[src/design/qte_pkg.sv]
// Shared types, constants and helper functions for the quaternion to Euler angle converter.
// No dependencies; every other design file uses this package.
`timescale 1ns / 1ps
`default_nettype none
package qte_pkg;

	// Default number of CORDIC vectoring cells
	localparam int CORDIC_STAGES_DEF = 16;

	// Datapath widths
	localparam int IW       = 18;            // quaternion component, Q1.16
	localparam int PW       = 36;            // exact component product
	localparam int SW       = 38;            // sum of products
	localparam int CW       = 40;            // CORDIC x/y lane
	localparam int ZW       = 26;            // CORDIC angle, 2^-16 degree
	localparam int TW       = 17;            // lock threshold register
	localparam int SVW      = 22;            // sine term
	localparam int SQ_STEPS = 25;            // root bits of floor sqrt
	localparam int SQ_VW    = 2 * SQ_STEPS;  // radicand
	localparam int SQ_RW    = SQ_STEPS + 3;  // partial remainder
	localparam int AW       = 18;            // rounded output angle

	localparam logic [TW-1:0]        THR_RESET = 17'd65529;
	localparam logic signed [ZW-1:0] Z_P90     = 26'sd5898240;
	localparam logic signed [ZW-1:0] Z_M90     = -26'sd5898240;
	localparam logic signed [ZW-1:0] HEAD_LIM  = 26'sd46080;
	localparam logic signed [ZW-1:0] ELEV_LIM  = 26'sd23040;

	// One CORDIC lane word
	typedef struct packed {
		logic signed [CW-1:0] x;
		logic signed [CW-1:0] y;
		logic signed [ZW-1:0] z;
		logic                 zero;
	} lane_t;

	// One digit-by-digit square root word
	typedef struct packed {
		logic [SQ_RW-1:0]    r;
		logic [SQ_STEPS-1:0] q;
		logic [SQ_VW-1:0]    v;
	} sqrt_t;

	// Data riding alongside the square root chain
	typedef struct packed {
		logic                 lock;
		logic signed [15:0]   elev_lock;
		logic signed [25:0]   ya;
		logic signed [SW-1:0] yb;
		logic signed [SW-1:0] xb;
		logic signed [SW-1:0] yc;
		logic signed [SW-1:0] xc;
	} side_t;

	// Data riding alongside the CORDIC chain
	typedef struct packed {
		logic               lock;
		logic signed [15:0] elev_lock;
	} tag_t;

	// atan(2^-i) in units of 2^-16 degree
	function automatic logic signed [ZW-1:0] atan_tab(input int i);
		logic signed [ZW-1:0] a;
		case (i)
			0:  a = 26'sd2949120;
			1:  a = 26'sd1740967;
			2:  a = 26'sd919879;
			3:  a = 26'sd466945;
			4:  a = 26'sd234379;
			5:  a = 26'sd117304;
			6:  a = 26'sd58666;
			7:  a = 26'sd29335;
			8:  a = 26'sd14668;
			9:  a = 26'sd7334;
			10: a = 26'sd3667;
			11: a = 26'sd1833;
			12: a = 26'sd917;
			13: a = 26'sd458;
			14: a = 26'sd229;
			15: a = 26'sd115;
			16: a = 26'sd57;
			17: a = 26'sd29;
			18: a = 26'sd14;
			19: a = 26'sd7;
			20: a = 26'sd4;
			21: a = 26'sd2;
			22: a = 26'sd1;
			default: a = 26'sd0;
		endcase
		return a;
	endfunction

	// Quadrant fold into the right half plane, zero vector flagged
	function automatic lane_t prerot(input logic signed [CW-1:0] y,
			input logic signed [CW-1:0] x);
		lane_t o;
		o.zero = (x == '0) && (y == '0);
		if (x < 0) begin
			if (y >= 0) begin
				o.x = y;
				o.y = -x;
				o.z = Z_P90;
			end else begin
				o.x = -y;
				o.y = x;
				o.z = Z_M90;
			end
		end else begin
			o.x = x;
			o.y = y;
			o.z = '0;
		end
		return o;
	endfunction

	// Round half away from zero to 1/256 degree, then saturate
	function automatic logic signed [AW-1:0] out_angle(input logic signed [ZW-1:0] z,
			input logic signed [ZW-1:0] lim);
		logic signed [ZW-1:0] r;
		if (z >= 0) begin
			r = (z + 26'sd128) >>> 8;
		end else begin
			r = -((-z + 26'sd128) >>> 8);
		end
		if (r > lim) begin
			r = lim;
		end else if (r < -lim) begin
			r = -lim;
		end
		return r[AW-1:0];
	endfunction

endpackage
`default_nettype wire

[src/design/qte_sqrt_cell.sv]
// One cell of the floor square root chain: one root bit per cell.
// Depends on qte_pkg.
`timescale 1ns / 1ps
`default_nettype none
module qte_sqrt_cell (
	input  wire logic          clk,
	input  wire logic          en,
	input  wire qte_pkg::sqrt_t sq_i,
	output qte_pkg::sqrt_t     sq_o
);

	logic [qte_pkg::SQ_RW-1:0] r_sh;
	logic [qte_pkg::SQ_RW-1:0] trial;
	logic                      ge;
	qte_pkg::sqrt_t            nxt;
	qte_pkg::sqrt_t            sq_q;

	// bring down two radicand bits, try root*4+1
	always_comb begin
		r_sh  = {sq_i.r[qte_pkg::SQ_RW-3:0], sq_i.v[qte_pkg::SQ_VW-1 -: 2]};
		trial = {1'b0, sq_i.q, 2'b01};
		ge    = r_sh >= trial;
		nxt.r = ge ? (r_sh - trial) : r_sh;
		nxt.q = {sq_i.q[qte_pkg::SQ_STEPS-2:0], ge};
		nxt.v = {sq_i.v[qte_pkg::SQ_VW-3:0], 2'b00};
	end

	always_ff @(posedge clk) begin
		if (en) begin
			sq_q <= nxt;
		end
	end

	assign sq_o = sq_q;

endmodule
`default_nettype wire

[config.mk]
export PLATFORM = sky130hd
export DESIGN_NAME = qte_sqrt_cell
export DESIGN_NICKNAME = d
export VERILOG_FILES = /design/src/design/qte_pkg.sv /design/src/design/qte_sqrt_cell.sv
export SDC_FILE = /design/constraint.sdc
export NUM_CORES = 1
export LEC_CHECK = 0
export ABC_AREA = 1
export BUFFER_PORTS_ARGS = -buffer_cell sky130_fd_sc_hd__buf_2
export CAP_MARGIN = 20
export CORE_MARGIN = 1.5
export CORE_UTILIZATION = 30
export DETAILED_ROUTE_END_ITERATION = 12
export HOLD_SLACK_MARGIN = 0.03
export PLACE_DENSITY = 0.57
export SETUP_SLACK_MARGIN = 0.02
export SLEW_MARGIN = 0
export SYNTH_ARGS = -nofsm -noshare
export SYNTH_HDL_FRONTEND = slang
export SYNTH_SLANG_ARGS = --single-unit
[constraint.sdc]
create_clock -name clk -period 1.8 [get_ports clk]
set_input_delay 0.36 -clock clk [delete_from_list [all_inputs] [get_ports clk]]
set_output_delay 0.36 -clock clk [all_outputs]
set_load 0.05 [all_outputs]
==> run_results.csv <==
group,metric,value,unit
route,routed.top_layer,"met4",
worst_setup_path,crit_required,1900,ps
floorplanning,design.core.area,18100,um^2
worst_setup_path,critPathBufInv,5,
global_routing,first_global_vias,4743,
floorplanning,io_pins,208,
cells_and_area,largest_register_ffs,101,
place,gp_congestion,0.852,
worst_setup_path,worst-setup-path-type,"in2reg",
cells_and_area,num_antenna_cells,0,
synthesis,synthesis.area,5570,um^2
synthesis,yosysUniqueCellTypes,24,
clock_network,cts_hold_repair.buffers,0,
timing,timing.final.max_slew_violations,0,
route,postRouteWirelength,15600,um
worst_setup_path,crit_path_end_kind,"flip-flop",
worst_setup_path,worst_path_dominant_cell_family,"buffers and inverters",
worst_setup_path,critPathLaunch,"sq_i[90]",
worst_setup_path,worst-path-max-fanout,6,
synthesis,post_synth.cell_area_avg,8.58,um^2
global_routing,grt.overflow.total,0,
hold_path,hold_depth,1,
floorplanning,fp-row-count,49,
worst_setup_path,max_stage_delay,290,ps
cells_and_area,nets,1065,
clock_network,tritoncts.num_buffers,9,
worst_setup_path,cell_with_the_largest_stage_delay_on_the_worst_path,"sky130_fd_sc_hd__ha_4",
clock_network,tritoncts_num_sinks,101,
global_routing,number_of_antenna_violations_at_the_first_check_in_global_routing,0,
power,total_leakage_power,0.00420,uW
power,internal_power,4670,uW
floorplanning,start_util,0.308,
power,vdd_drop_max,0.000410,V
clock_network,cts_max_level,3,
power,p_comb_frac,0.345,
global_routing,global_route.usage.total,0.157,
cells_and_area,finish.instance_area,8370,um^2
synthesis,ys_warn_count,0,
timing,grt_setup_unrepaired,"yes",
route,vias_per_cell,4.25,
run,max-cap-violations,0,
power,clock_power_share,0.256,
floorplanning,die_y,139,um
synthesis,synthesis.instances,649,
cells_and_area,p_r_area_growth_vs_syn,50.2,%
route,wl_met2,7330,um
route,drtIter0Drc,210,
timing,layout_min_cycle_time,1740,ps
place,detailed_place_hpwl,12000,um
synthesis,synth.top_cell.area_share,0.544,
place,port-buffer-count,203,
clock_network,clk_transition_reported_paths,70,ps
worst_setup_path,timing.critical_path.depth,14,
floorplanning,die-width,139,um
route,met1_length,6870,um
timing,min_period_over_period,0.966,
synthesis,flops_latches_synth,101,
timing,hold_viol,0,
route,wire_per_inst,13.4,um
route,via_count,4954,
cells_and_area,post_route_cells_drive_above_1_share,0.434,
global_routing,grt_first_pass_wirelength,23800,um
worst_setup_path,last_element_of_the_critical_path,"sq_o[82]",
global_routing,maximum_number_of_pins_on_one_net_before_global_route_repair,55,
timing,finalSetupViolations,0,
route,dr_wl_met3,1250,um
power,power_density,874,nW/um^2
clock_network,clock_path_buffers,2,
hold_path,hold_path_class,"in2reg",
worst_setup_path,timing.critical_path.from_type,"primary input",
place,dpl-instance-area,7780,um^2
synthesis,post_synth_main_area_contributors,"sky130_fd_sc_hd__edfxtp_1 (54%), sky130_fd_sc_hd__nand2_1 (17%), sky130_fd_sc_hd__inv_1 (8.7%)",
route,postRouteAntennaNets,0,
place,detailedPlace.worstSlack,-330,ps
route,drt-pass1-iter-count,9,
route,post-route-drc-count,25,
power,sw_frac_of_total,0.361,
power,power.share.sequential,0.399,
outcome,failed_checks,"design-rule violations",
synthesis,seq_area_frac_synth,0.544,
floorplanning,die_area,19400,um^2
timing,peak_clock_frequency_supported_by_timing,575,MHz
outcome,status,"finished with violations",
power,fin_total_pwr,7310,uW
timing,worst_setup_slack_final,60.3,ps
worst_setup_path,arrival_time_of_data_at_the_critical_path_endpoint,1840,ps
synthesis,synth.largest_area_cell,"sky130_fd_sc_hd__edfxtp_1",
clock_network,cts_tree,"built",
power,p_sw,2640,uW
clock_network,ctsRootBufferMaster,"sky130_fd_sc_hd__clkbuf_16",
worst_setup_path,crit_chain,"buf_2 > ha_4 > nand2_4 > nor2_4 > buf_6 > nand2_2 > nor2_2 > nand2_2 > inv_2 > nor2_4 > buf_12 > clkbuf_16 > nand2_1 > o21ai_1",
## layout by cell type (no fill, tap or decap), drive strengths merged, types with 4 or more instances in the layout
cell,n
buf,276
nand3b,4
nand2,250
xor2,5
xnor2,10
inv,139
edfxtp,101
clkbuf,12
nand3,35
ha,27
nand4,4
o21ai,14
a21oi,14
nor2,39
## cells in the mapped netlist
cell type and count:
sky130_fd_sc_hd__a21oi_1 13, sky130_fd_sc_hd__a21oi_2 1, sky130_fd_sc_hd__buf_2 2, sky130_fd_sc_hd__buf_4 3
sky130_fd_sc_hd__buf_6 2, sky130_fd_sc_hd__conb_1 1, sky130_fd_sc_hd__edfxtp_1 101, sky130_fd_sc_hd__ha_1 27
sky130_fd_sc_hd__inv_1 129, sky130_fd_sc_hd__inv_2 7, sky130_fd_sc_hd__nand2_1 249, sky130_fd_sc_hd__nand2_2 1
sky130_fd_sc_hd__nand3_1 33, sky130_fd_sc_hd__nand3_2 2, sky130_fd_sc_hd__nand3b_1 4, sky130_fd_sc_hd__nand4_1 4
sky130_fd_sc_hd__nor2_1 34, sky130_fd_sc_hd__nor2_2 4, sky130_fd_sc_hd__nor2_4 1, sky130_fd_sc_hd__nor3_1 2
sky130_fd_sc_hd__o21ai_0 4, sky130_fd_sc_hd__o21ai_1 10, sky130_fd_sc_hd__xnor2_1 10, sky130_fd_sc_hd__xor2_1 5
## worst min-delay path by stage
stage	start	to	slack [ps]
final	sq_i[44]	sq_o[46]	180
after global routing	sq_i[44]	sq_o[46]	160
after CTS	sq_i[6]	sq_o[8]	170
after detailed placement	sq_i[45]	sq_o[47]	540
after global placement	sq_i[8]	sq_o[10]	540
after floorplan	sq_i[8]	sq_o[10]	460
## logic make-up (layout without fill, tap and decap cells)
family / count (synthesis) / count (layout) / share of synthesized area
xor gates and xnor gates: 15 / 15 / 0.0236
AOI/OAI and AO/OA: 28 / 28 / 0.0258
other: 1 / 2 / 0.000673
adders and majority gates: 27 / 27 / 0.0606
buffers and inverters: 143 / 430 / 0.102
and+or+nand+nor: 334 / 334 / 0.243
DFF: 101 / 101 / 0.544
## power groups by stage
stage          logic (uW)  clock network, uW  registers, uW
2_1_floorplan         781                  0           3800
3_3_place_gp         2400                  0           2970
3_5_place_dp         2400                  0           2970
4_1_cts              2410               1960           2920
5_1_grt              2710               2040           2940
6_report             2520               1870           2920
## layout make-up
type | count | area [um^2]
clock buffer | 9 | 225
clock inverter | 6 | 53.8
fill | 1776 | 9720
inverter | 136 | 526
multi-input combinational | 406 | 2500
sequential | 101 | 3030
tap | 229 | 287
timing repair buffer | 279 | 1740
## routing by layer
metal / global-route usage / vias up
met5: 0 / -
met4: 0.0364 / 0
met3: 0.0423 / 16
met2: 0.266 / 164
met1: 0.199 / 2186
li1: - / 2588
## stage by stage
stage                util  setup TNS [ps]  std cells  hold slack [ps]
finish              0.463               0       1166              180
global route        0.463            -800       1166              162
CTS                 0.446               0       1156              168
detailed placement  0.430           -7660       1141              538
global placement    0.430           -7610       1141              536
floorplan               -            -573        650              459
## what timing repair did
item                       in CTS  in global routing
setup endpoints to repair       0                 27
resized for setup               0                 52
buffers inserted                0                  7
(Power assumes the default switching activity.)
