[config.mk]
export PLATFORM = sky130hd
export DESIGN_NAME = qte_cordic_cell
export DESIGN_NICKNAME = d
export VERILOG_FILES = /design/src/design/qte_pkg.sv /design/src/design/qte_cordic_cell.sv
export SDC_FILE = /design/constraint.sdc
export NUM_CORES = 1
export LEC_CHECK = 0
export BUFFER_PORTS_ARGS = -buffer_cell sky130_fd_sc_hd__buf_2
export CAP_MARGIN = 5
export CORE_MARGIN = 2
export CORE_UTILIZATION = 40
export CTS_CLUSTER_DIAMETER = 60
export DETAILED_ROUTE_END_ITERATION = 10
export PLACE_DENSITY = 0.72
export SYNTH_ARGS = -nofsm -noshare
export SYNTH_HDL_FRONTEND = slang
export SYNTH_SLANG_ARGS = --single-unit
[constraint.sdc]
create_clock -name clk -period 9.8 [get_ports clk]
set_input_delay 0.49 -clock clk [delete_from_list [all_inputs] [get_ports clk]]
set_output_delay 0.49 -clock clk [all_outputs]
set_load 0.02 [all_outputs]
[src/design/qte_pkg.sv]
// Shared types, constants and helper functions for the quaternion to Euler angle converter.
// No dependencies; every other design file uses this package.
`timescale 1ns / 1ps
`default_nettype none
package qte_pkg;

	// Default number of CORDIC vectoring cells
	localparam int CORDIC_STAGES_DEF = 16;

	// Datapath widths
	localparam int IW       = 18;            // quaternion component, Q1.16
	localparam int PW       = 36;            // exact component product
	localparam int SW       = 38;            // sum of products
	localparam int CW       = 40;            // CORDIC x/y lane
	localparam int ZW       = 26;            // CORDIC angle, 2^-16 degree
	localparam int TW       = 17;            // lock threshold register
	localparam int SVW      = 22;            // sine term
	localparam int SQ_STEPS = 25;            // root bits of floor sqrt
	localparam int SQ_VW    = 2 * SQ_STEPS;  // radicand
	localparam int SQ_RW    = SQ_STEPS + 3;  // partial remainder
	localparam int AW       = 18;            // rounded output angle

	localparam logic [TW-1:0]        THR_RESET = 17'd65529;
	localparam logic signed [ZW-1:0] Z_P90     = 26'sd5898240;
	localparam logic signed [ZW-1:0] Z_M90     = -26'sd5898240;
	localparam logic signed [ZW-1:0] HEAD_LIM  = 26'sd46080;
	localparam logic signed [ZW-1:0] ELEV_LIM  = 26'sd23040;

	// One CORDIC lane word
	typedef struct packed {
		logic signed [CW-1:0] x;
		logic signed [CW-1:0] y;
		logic signed [ZW-1:0] z;
		logic                 zero;
	} lane_t;

	// One digit-by-digit square root word
	typedef struct packed {
		logic [SQ_RW-1:0]    r;
		logic [SQ_STEPS-1:0] q;
		logic [SQ_VW-1:0]    v;
	} sqrt_t;

	// Data riding alongside the square root chain
	typedef struct packed {
		logic                 lock;
		logic signed [15:0]   elev_lock;
		logic signed [25:0]   ya;
		logic signed [SW-1:0] yb;
		logic signed [SW-1:0] xb;
		logic signed [SW-1:0] yc;
		logic signed [SW-1:0] xc;
	} side_t;

	// Data riding alongside the CORDIC chain
	typedef struct packed {
		logic               lock;
		logic signed [15:0] elev_lock;
	} tag_t;

	// atan(2^-i) in units of 2^-16 degree
	function automatic logic signed [ZW-1:0] atan_tab(input int i);
		logic signed [ZW-1:0] a;
		case (i)
			0:  a = 26'sd2949120;
			1:  a = 26'sd1740967;
			2:  a = 26'sd919879;
			3:  a = 26'sd466945;
			4:  a = 26'sd234379;
			5:  a = 26'sd117304;
			6:  a = 26'sd58666;
			7:  a = 26'sd29335;
			8:  a = 26'sd14668;
			9:  a = 26'sd7334;
			10: a = 26'sd3667;
			11: a = 26'sd1833;
			12: a = 26'sd917;
			13: a = 26'sd458;
			14: a = 26'sd229;
			15: a = 26'sd115;
			16: a = 26'sd57;
			17: a = 26'sd29;
			18: a = 26'sd14;
			19: a = 26'sd7;
			20: a = 26'sd4;
			21: a = 26'sd2;
			22: a = 26'sd1;
			default: a = 26'sd0;
		endcase
		return a;
	endfunction

	// Quadrant fold into the right half plane, zero vector flagged
	function automatic lane_t prerot(input logic signed [CW-1:0] y,
			input logic signed [CW-1:0] x);
		lane_t o;
		o.zero = (x == '0) && (y == '0);
		if (x < 0) begin
			if (y >= 0) begin
				o.x = y;
				o.y = -x;
				o.z = Z_P90;
			end else begin
				o.x = -y;
				o.y = x;
				o.z = Z_M90;
			end
		end else begin
			o.x = x;
			o.y = y;
			o.z = '0;
		end
		return o;
	endfunction

	// Round half away from zero to 1/256 degree, then saturate
	function automatic logic signed [AW-1:0] out_angle(input logic signed [ZW-1:0] z,
			input logic signed [ZW-1:0] lim);
		logic signed [ZW-1:0] r;
		if (z >= 0) begin
			r = (z + 26'sd128) >>> 8;
		end else begin
			r = -((-z + 26'sd128) >>> 8);
		end
		if (r > lim) begin
			r = lim;
		end else if (r < -lim) begin
			r = -lim;
		end
		return r[AW-1:0];
	endfunction

endpackage
`default_nettype wire

[src/design/qte_cordic_cell.sv]
// One CORDIC vectoring cell: one micro-rotation by atan(2^-STAGE).
// Depends on qte_pkg.
`timescale 1ns / 1ps
`default_nettype none
module qte_cordic_cell #(
	parameter int STAGE = 0
) (
	input  wire logic           clk,
	input  wire logic           en,
	input  wire qte_pkg::lane_t lane_i,
	output qte_pkg::lane_t      lane_o
);

	localparam logic signed [qte_pkg::ZW-1:0] ATAN = qte_pkg::atan_tab(STAGE);

	logic signed [qte_pkg::CW-1:0] dx;
	logic signed [qte_pkg::CW-1:0] dy;
	qte_pkg::lane_t                nxt;
	qte_pkg::lane_t                lane_q;

	// drive y toward zero
	always_comb begin
		dx       = lane_i.y >>> STAGE;
		dy       = lane_i.x >>> STAGE;
		nxt.zero = lane_i.zero;
		if (lane_i.y > 0) begin
			nxt.x = lane_i.x + dx;
			nxt.y = lane_i.y - dy;
			nxt.z = lane_i.z + ATAN;
		end else begin
			nxt.x = lane_i.x - dx;
			nxt.y = lane_i.y + dy;
			nxt.z = lane_i.z - ATAN;
		end
	end

	always_ff @(posedge clk) begin
		if (en) begin
			lane_q <= nxt;
		end
	end

	assign lane_o = lane_q;

endmodule
`default_nettype wire

==> reports/qor.csv, run 1 <==
metric,value,unit
Critical Path End Type,register,
CTS Root Cell,clkbuf_16,
Finish-stage setup viols,0,
port bufs,215,
drt total wl,38.0,mm
DRC errors left,0,
Finished Cell Area,0.0125,mm²
Final nets,1723,
Synth async-reset ratio,0,
RSZ-0062 raised after global routing,no,
power per cell area,138,mW/mm²
Gate Count Post-Synth,1313,
GR Overflow Total,0,
first-pass GRT wire length,57.0,mm
Setup crit start kind,input port,
die area,0.0288,mm²
Largest register FFs,106,
top-count cell post-synth,a21oi_1,
final hold vios,0,
post-CTS sizing,0,
Post-CTS Setup Repair Bufs,0,
Pins Over Slew Limit,0,
Vias/cell,5.90,
Final min period,4.50,ns
Initial Util,0.407,
dominant cell type by area after synthesis,edfxtp_1,
initial DRC count,1229,
worst setup path class,in -> reg,
Mapped Area,0.0110,mm²
DP Area,0.0122,mm²
core area,0.0270,mm²
DR pass1 iterations,5,
post-synth top area share,0.290,
Tightest Pin Transition,0.858,ns
fin crit share,0.460,
commonest cells in the netlist,"168 x a21oi_1, 127 x inv_1, 125 x ha_1",
vias,10800,
sequential fraction of the synthesis area,0.290,
synthesized flop and latch total,106,
H-tree levels,3,
antenna violations before repair,1,
area grow syn2layout,14.1,%
status,finished clean,
Post-Syn Nets,1551,
HP Class,in -> reg,
Worst EP required,9.92,ns
max-cap viol count,0,
die width,170,µm
Longest Clk Path Bufs,2,
pin count of the biggest net entering global routing,70,
Rel. slew slack,0.428,
average wire per standard cell,20.7,µm
"Reg clk slew, reported paths",0.08,ns
Post-synth top flop,edfxtp_1,
final core occ,0.465,
proportion of layout cells with a drive suffix above 1,0.172,
Fmax achieved,222,MHz
Die H,170,µm
Post-synth EDFFs,106,
"top cells by area, synth","edfxtp_1 29%, ha_1 14%, a21oi_1 7.7%, xnor2_1 6.1%, inv_1 4.3%",
Synth Warn #,0,
CP max FO,55,
post-route antenna net violation count,0,
Core Rows,60,
Num CTS Buffers,9,
global placer's final weighted congestion,1.02,
Final Total Pwr,0.00173,W
CTS tree,yes,
vias in the first global route,10200,
HPWL after DPL,30.2,mm
"Arr. time, crit path",4.63,ns
Peak VDD IR,0.0790,mV
P_leak,5.48,nW
CTS Hold Bufs,0,
TNS Setup,0,ns
clk sinks,106,
mean area per synthesized cell,8.36,µm²
gr usage total,0.255,
I/O pin cnt,216,
Unique masters post-synth,78,
[layout make-up]
class	instances	area, µm²
clock buffers	9	225
repair buffers	218	1100
fillers	2648	14400
well taps	341	427
multi-input cells	1020	7030
clock inverters	7	61.3
diodes	1	2.50
flip-flops and latches	106	3180
inverters	130	488
[critical path: stages]
cell and delay, ns:
buf_2 0.12, nor4_1 0.61, nand4_1 0.29, nor3_1 0.29
or2_2 0.50, buf_4 0.61, ha_1 0.35, a21o_1 0.15
a21oi_1 0.22, o21bai_1 0.09, a21oi_1 0.22, o21ai_0 0.17
a21o_1 0.21, a21oi_1 0.18, xnor2_1 0.11
[metrics by stage]
step / worst slack [ns] / std cells / hold slack [ns]
after floorplan: 5.97 / 1313 / 0.589
after global placement: 4.98 / 1815 / 0.666
after detailed placement: 4.97 / 1815 / 0.669
after CTS: 5.34 / 1831 / 0.280
after global routing: 4.94 / 1832 / 0.278
final: 5.30 / 1832 / 0.287
[per-layer routing]
metal  wire (µm)  GRT usage
met5           0          0
met4        1130     0.0803
met3        3280     0.0410
met2       16800      0.410
met1       16700      0.352
[path summary, 6_finish.rpt]
kind | start | endpoint | cells after the start
max | lane_i[58] | lane_o[26] | 15
min | lane_i[6] | lane_o[6] | 1
[cell families after synthesis]
family,after synthesis,synth area share
buf+inv,187,0.0688
simple gates,335,0.148
flops,106,0.290
fa+ha+maj,129,0.150
compound gates,451,0.258
xor+xnor,87,0.0695
mux,18,0.0164
[report_power, final]
group / switching [W] / internal [W] / total, W
clock: 0.000190 / 0.000178 / 0.000368
combinational: 0.000496 / 0.000254 / 0.000750
sequential: 0.0000165 / 0.000594 / 0.000610
total: 0.000703 / 0.00103 / 0.00173
[cells in the final DEF, fill, tap and decap left out, drive strengths merged, types with 18 or more instances in the layout]
cell    instances
nor4           18
a21o           23
xnor2          77
ha            125
edfxtp        106
nor2          110
a21oi         168
o21a           20
nor3           29
o21bai         26
mux2i          18
nand3          21
buf           218
inv           134
nand4          27
o21ai          97
nand2          75
Note: power is estimated with default switching activity, not from simulation.
==> inputs of run 2 (changes only) <==
--- a/config.mk
+++ b/config.mk
@@ -5,13 +5,14 @@
 export SDC_FILE = /design/constraint.sdc
 export NUM_CORES = 1
 export LEC_CHECK = 0
+export ABC_AREA = 1
 export BUFFER_PORTS_ARGS = -buffer_cell sky130_fd_sc_hd__buf_2
 export CAP_MARGIN = 5
 export CORE_MARGIN = 2
 export CORE_UTILIZATION = 40
 export CTS_CLUSTER_DIAMETER = 60
 export DETAILED_ROUTE_END_ITERATION = 10
-export PLACE_DENSITY = 0.72
+export PLACE_DENSITY = 0.73
 export SYNTH_ARGS = -nofsm -noshare
 export SYNTH_HDL_FRONTEND = slang
 export SYNTH_SLANG_ARGS = --single-unit
==> constraint.sdc (replaced) <==
create_clock -name clk -period 3.9 [get_ports clk]
set_input_delay 0.195 -clock clk [delete_from_list [all_inputs] [get_ports clk]]
set_output_delay 0.195 -clock clk [all_outputs]
set_load 0.02 [all_outputs]
==> run 2 against run 1 <==
- critical path depth decreased by 1
- synthesized cell count rose by 52%
- sequential cell count is the same
- largest power group unchanged
==> reports/qor.csv, run 2 <==
metric,value,unit
sequential share of power,0.327,
Synth async-reset ratio,0,
I/O pin cnt,216,
Initial Util,0.407,
sequential fraction of the synthesis area,0.247,
crit-path max cell delay,0.62,ns
status,finished clean,
Core Rows,65,
dominant cell type by area after synthesis,edfxtp_1,
clk sinks,106,
H-tree levels,3,
"most common cell after layout, fill and taps aside",nand2_1,
CTS Root Cell,clkbuf_16,
HP Class,in -> reg,
vias,13900,
switching power,0.00205,W
Unique masters post-synth,41,
"Arr. time, crit path",3.03,ns
Critical Path End Type,register,
Largest register FFs,106,
proportion of layout cells with a drive suffix above 1,0.140,
crit-path cells,buf_2 -> nor3_1 -> nand3_1 -> nor2_1 -> nor2_4 -> inv_2 -> buf_4 -> ha_1 -> nand2_1 -> nor2_1 -> nand3_1 -> nand4_1 -> nand3b_1 -> nand2_1,
RSZ-0062 raised after global routing,no,
dpl cells,2567,
DR pass1 iterations,6,
Fin Hold WS,0.201,ns
Longest Clk Path Bufs,2,
die area,0.0337,mm²
Tightest Pin Transition,0.863,ns
Rel. slew slack,0.425,
port bufs,215,
area grow syn2layout,13.3,%
core area,0.0316,mm²
multi-input logic area,0.00813,mm²
drt total wl,49.4,mm
post-route antenna net violation count,0,
gr usage total,0.291,
Fmax achieved,346,MHz
Setup crit start kind,input port,
CTS tree,yes,
Post-CTS Setup Repair Bufs,0,
Synth Warn #,0,
hold path cells,2,
"top cells by area, synth","edfxtp_1 25%, nand2_1 17%, ha_1 12%, inv_1 8.9%, nand3_1 6.2%",
die width,183,µm
"Reg clk slew, reported paths",0.09,ns
synthesized flop and latch total,106,
P_leak,7.63,nW
Num CTS Buffers,9,
mean area per synthesized cell,6.44,µm²
Pint,0.00253,W
Die H,183,µm
Hold Startpoint,lane_i[17],
post-synth top area share,0.247,
average wire per standard cell,19.0,µm
TNS Setup,0,ns
final core occ,0.461,
fill count,3350,
power per cell area,314,mW/mm²
Post-synth top flop,edfxtp_1,
sw frac,0.448,
Gate Count Post-Synth,1999,
commonest cells in the netlist,"591 x nand2_1, 307 x inv_1, 179 x nor2_1",
Post-Syn Nets,2237,
initial DRC count,1352,
DRC errors left,0,
Finish-stage setup viols,0,
fin crit share,0.740,
Mapped Area,0.0129,mm²
pin count of the biggest net entering global routing,68,
Hold Path End,lane_o[17],
antenna violations before repair,2,
Post-synth EDFFs,106,
GR Overflow Total,0,
global placer's final weighted congestion,1.01,
most frequent cells in the layout,"591 x nand2_1, 307 x inv_1, 214 x buf_2",
Vias/cell,5.35,
Pins Over Slew Limit,0,
Ant. Diodes,0,
Worst EP required,4.04,ns
first-pass GRT wire length,73.6,mm
Final min period,2.89,ns
final hold vios,0,
fin cells,2600,
max-cap viol count,0,
Storage cell area,0.00318,mm²
top-count cell post-synth,nand2_1,
HPWL after DPL,41.5,mm
logic gate share of total power,0.457,
CP max FO,38,
vias in the first global route,13100,
Peak VDD IR,0.223,mV
worst setup path class,in -> reg,
Final nets,2431,
Clock power frac,0.216,
"Slowest-stage cell, CP",nor3_1,
==> run 2: cell types whose count changed in the layout (fill, tap and decap cells not counted), sizes merged, moves of 17 or more <==
cell         before  now
a21oi           168  147
o21a             20    0
dlygate4sd3       0   17
nor4             18    1
nand3            21  167
xnor2            77    3
nor2            110  212
mux2i            18    0
xor2             10   43
o21ai            97  131
nand2            75  606
inv             134  317
==> run 2: routing by layer <==
| metal | track usage | wire length [µm] | vias to the layer above |
|---|---|---|---|
| met5 | 0 | 15 | - |
| met4 | 0.101 | 1650 | 2 |
| met3 | 0.0301 | 4240 | 74 |
| met2 | 0.467 | 21700 | 655 |
| met1 | 0.406 | 21800 | 6400 |
| li1 | - | - | 6770 |
==> run 2: final cells by class <==
| type | instances | share of cell area |
|---|---|---|
| multi-input combinational | 1522 | 0.557 |
| sequential | 106 | 0.218 |
| timing repair buffer | 238 | 0.0886 |
| inverter | 316 | 0.0813 |
| tap | 402 | 0.0345 |
| clock buffer | 9 | 0.0154 |
| clock inverter | 7 | 0.00489 |
==> run 2: worst max path at each step <==
stage	start	endpoint	depth (start not counted)
final	lane_i[32]	lane_o[26]	14
after floorplan	lane_i[28]	lane_o[23]	14
after CTS	lane_i[32]	lane_o[26]	14
after detailed placement	lane_i[32]	lane_o[26]	14
after global placement	lane_i[32]	lane_o[26]	13
after global routing	lane_i[28]	lane_o[26]	16
==> run 2: cells by family (layout without fill, tap and decap cells) <==
group	Yosys count	after routing	synth area share
xor+xnor	46	46	0.0313
fa+ha+maj	129	129	0.128
simple gates	1032	1032	0.340
flops	106	106	0.247
compound gates	315	315	0.131
buf+inv	371	570	0.122
==> run 2: power by group through the flow <==
stage | sequential, W | clock (W) | combinational (W)
floorplan | 0.00172 | 0 | 0.00115
global placement | 0.00152 | 0 | 0.00203
detailed placement | 0.00153 | 0 | 0.00204
CTS | 0.00150 | 0.00100 | 0.00206
global route | 0.00151 | 0.00105 | 0.00229
finish | 0.00150 | 0.000992 | 0.00210
==> run 2: stage by stage <==
stage          setup WS [ns]  power (W)  cell area [µm²]
2_1_floorplan           1.59    0.00288            12900
3_3_place_gp           0.763    0.00355            14100
3_5_place_dp           0.736    0.00356            14100
4_1_cts                 1.13    0.00456            14600
5_1_grt                0.855    0.00485            14600
6_report                1.01    0.00459            14600
==> run 2: critical path, delay by kind of cell <==
family | cells | cell delay (ns)
fa+ha+maj | 1 | 0.28
simple gates | 10 | 1.89
buf+inv | 3 | 0.64
==> run 2: repair_timing <==
item	4_1_cts	5_1_grt
hold buffers	17	0
endpoints found under the hold margin	17	0
gates resized for setup	0	0
==> inputs of run 3 (changes only) <==
--- a/config.mk
+++ b/config.mk
@@ -12,7 +12,7 @@
 export CORE_UTILIZATION = 40
 export CTS_CLUSTER_DIAMETER = 60
 export DETAILED_ROUTE_END_ITERATION = 10
-export PLACE_DENSITY = 0.73
+export PLACE_DENSITY = 0.71
 export SYNTH_ARGS = -nofsm -noshare
 export SYNTH_HDL_FRONTEND = slang
 export SYNTH_SLANG_ARGS = --single-unit
==> constraint.sdc (replaced) <==
create_clock -name clk -period 2.87 [get_ports clk]
set_input_delay 0.1435 -clock clk [delete_from_list [all_inputs] [get_ports clk]]
set_output_delay 0.1435 -clock clk [all_outputs]
set_load 0.02 [all_outputs]
==> run 3 against run 2 <==
- via count rose by 1.9%
- critical endpoint is now lane_o[23]
- sequential power grew 36%
- critical path type unchanged
- non-clock buffer count grew 39
- first-iteration DRC count down 8.2%
- wire length grew 0.73%
- sequential cell count did not move
- global-route usage up 0.21 points
- power up 38%
- cell area is 2.3% higher
==> reports/qor.csv, run 3 (synthesized netlist as in run 2, its figures left out) <==
metric,value,unit
status,finished clean,
Hold Startpoint,lane_i[17],
Longest Clk Path Bufs,2,
antenna violations before repair,0,
most frequent cells in the layout,"591 x nand2_1, 307 x inv_1, 214 x buf_2",
average wire per standard cell,18.9,µm
Finish-stage setup viols,0,
H-tree levels,3,
P_leak,7.83,nW
vias in the first global route,13200,
Setup crit start kind,input port,
CP max FO,8,
DRC errors left,0,
pin count of the biggest net entering global routing,77,
Initial Util,0.407,
DR pass1 iterations,8,
worst setup path class,in -> reg,
TNS Setup,0,ns
fin crit share,0.833,
Largest register FFs,106,
met1 wire length,22.1,mm
Core Rows,65,
core area,0.0316,mm²
met3 wire length,4.25,mm
first-pass GRT wire length,74.4,mm
Final nets,2470,
Die H,183,µm
Pins Over Slew Limit,0,
HPWL after DPL,42.0,mm
gr usage total,0.293,
post-CTS sizing,0,
Vias/cell,5.37,
Worst EP required,3.00,ns
Peak VDD IR,0.290,mV
drt total wl,49.8,mm
power per cell area,424,mW/mm²
Tightest Pin Transition,0.783,ns
final core occ,0.472,
max-cap viol count,0,
die area,0.0337,mm²
Fmax achieved,418,MHz
"Reg clk slew, reported paths",0.08,ns
GR Overflow Total,0,
vias,14200,
"most common cell after layout, fill and taps aside",nand2_1,
Critical Path End Type,register,
Rel. slew slack,0.478,
area grow syn2layout,15.9,%
Max Used Layer,met4,
fin cells,2639,
CTS tree,yes,
Post-CTS Setup Repair Bufs,0,
proportion of layout cells with a drive suffix above 1,0.155,
global placer's final weighted congestion,1.02,
I/O pin cnt,216,
Final min period,2.39,ns
beginning of the critical path,lane_i[50],
port bufs,215,
final hold vios,0,
post-route antenna net violation count,0,
"Arr. time, crit path",2.52,ns
initial DRC count,1241,
HP Class,in -> reg,
CTS Root Cell,clkbuf_16,
die width,183,µm
Num CTS Buffers,9,
dpl cells,2606,
RSZ-0062 raised after global routing,no,
Ant. Diodes,0,
clk sinks,106,
met2 WL,22.0,mm
## run 3: repair_timing
| item | CTS | global route |
|---|---|---|
| endpoints found under the hold margin | 17 | 0 |
| endpoints found under the setup margin | 0 | 0 |
| hold buffers | 17 | 0 |
## run 3: cell type report
type                       instances  area (µm²)
fill                            3320       16700
multi-input combinational       1522        8130
sequential                       106        3180
timing repair buffer             277        1610
inverter                         316        1190
tap                              402         503
clock buffer                       9         225
clock inverter                     7        85.1
## run 3: metrics by stage
stage                     setup slack [ns]  hold slack [ns]  cell area, µm²  total power (W)
after floorplan                      0.610            0.242           12900          0.00391
after global placement               0.159            0.320           14400          0.00490
after detailed placement             0.176            0.322           14400          0.00493
after CTS                            0.565            0.133           14900          0.00630
after global routing                 0.289            0.151           14900          0.00667
final                                0.479            0.140           14900          0.00633
## run 3: critical path: stages
cell     delay, ns
buf_2         0.12
inv_1         0.08
nand4_1       0.12
nor2_1        0.33
nand3_1       0.12
nor2_1        0.27
buf_4         0.18
nor2_4        0.06
ha_1          0.33
a21oi_1       0.16
o21ai_0       0.10
buf_4         0.16
a21oi_1       0.12
nor2_1        0.05
nor2_1        0.11
xnor2_1       0.07
## run 3: per-layer routing
metal / global-route usage / vias up
met1: 0.410 / 6574
li1: - / 6861
met5: 0 / -
met4: 0.0912 / 0
met2: 0.469 / 660
met3: 0.0386 / 72
## run 3: final timing paths
kind | to | slack [ns] | cells past startpoint
min | lane_o[17] | 0.14 | 2
max | lane_o[23] | 0.48 | 16
## run 3: power by group
group	switching, W	internal (W)
clock	0.000736	0.000624
sequential	0.0000643	0.00198
combinational	0.00202	0.000911
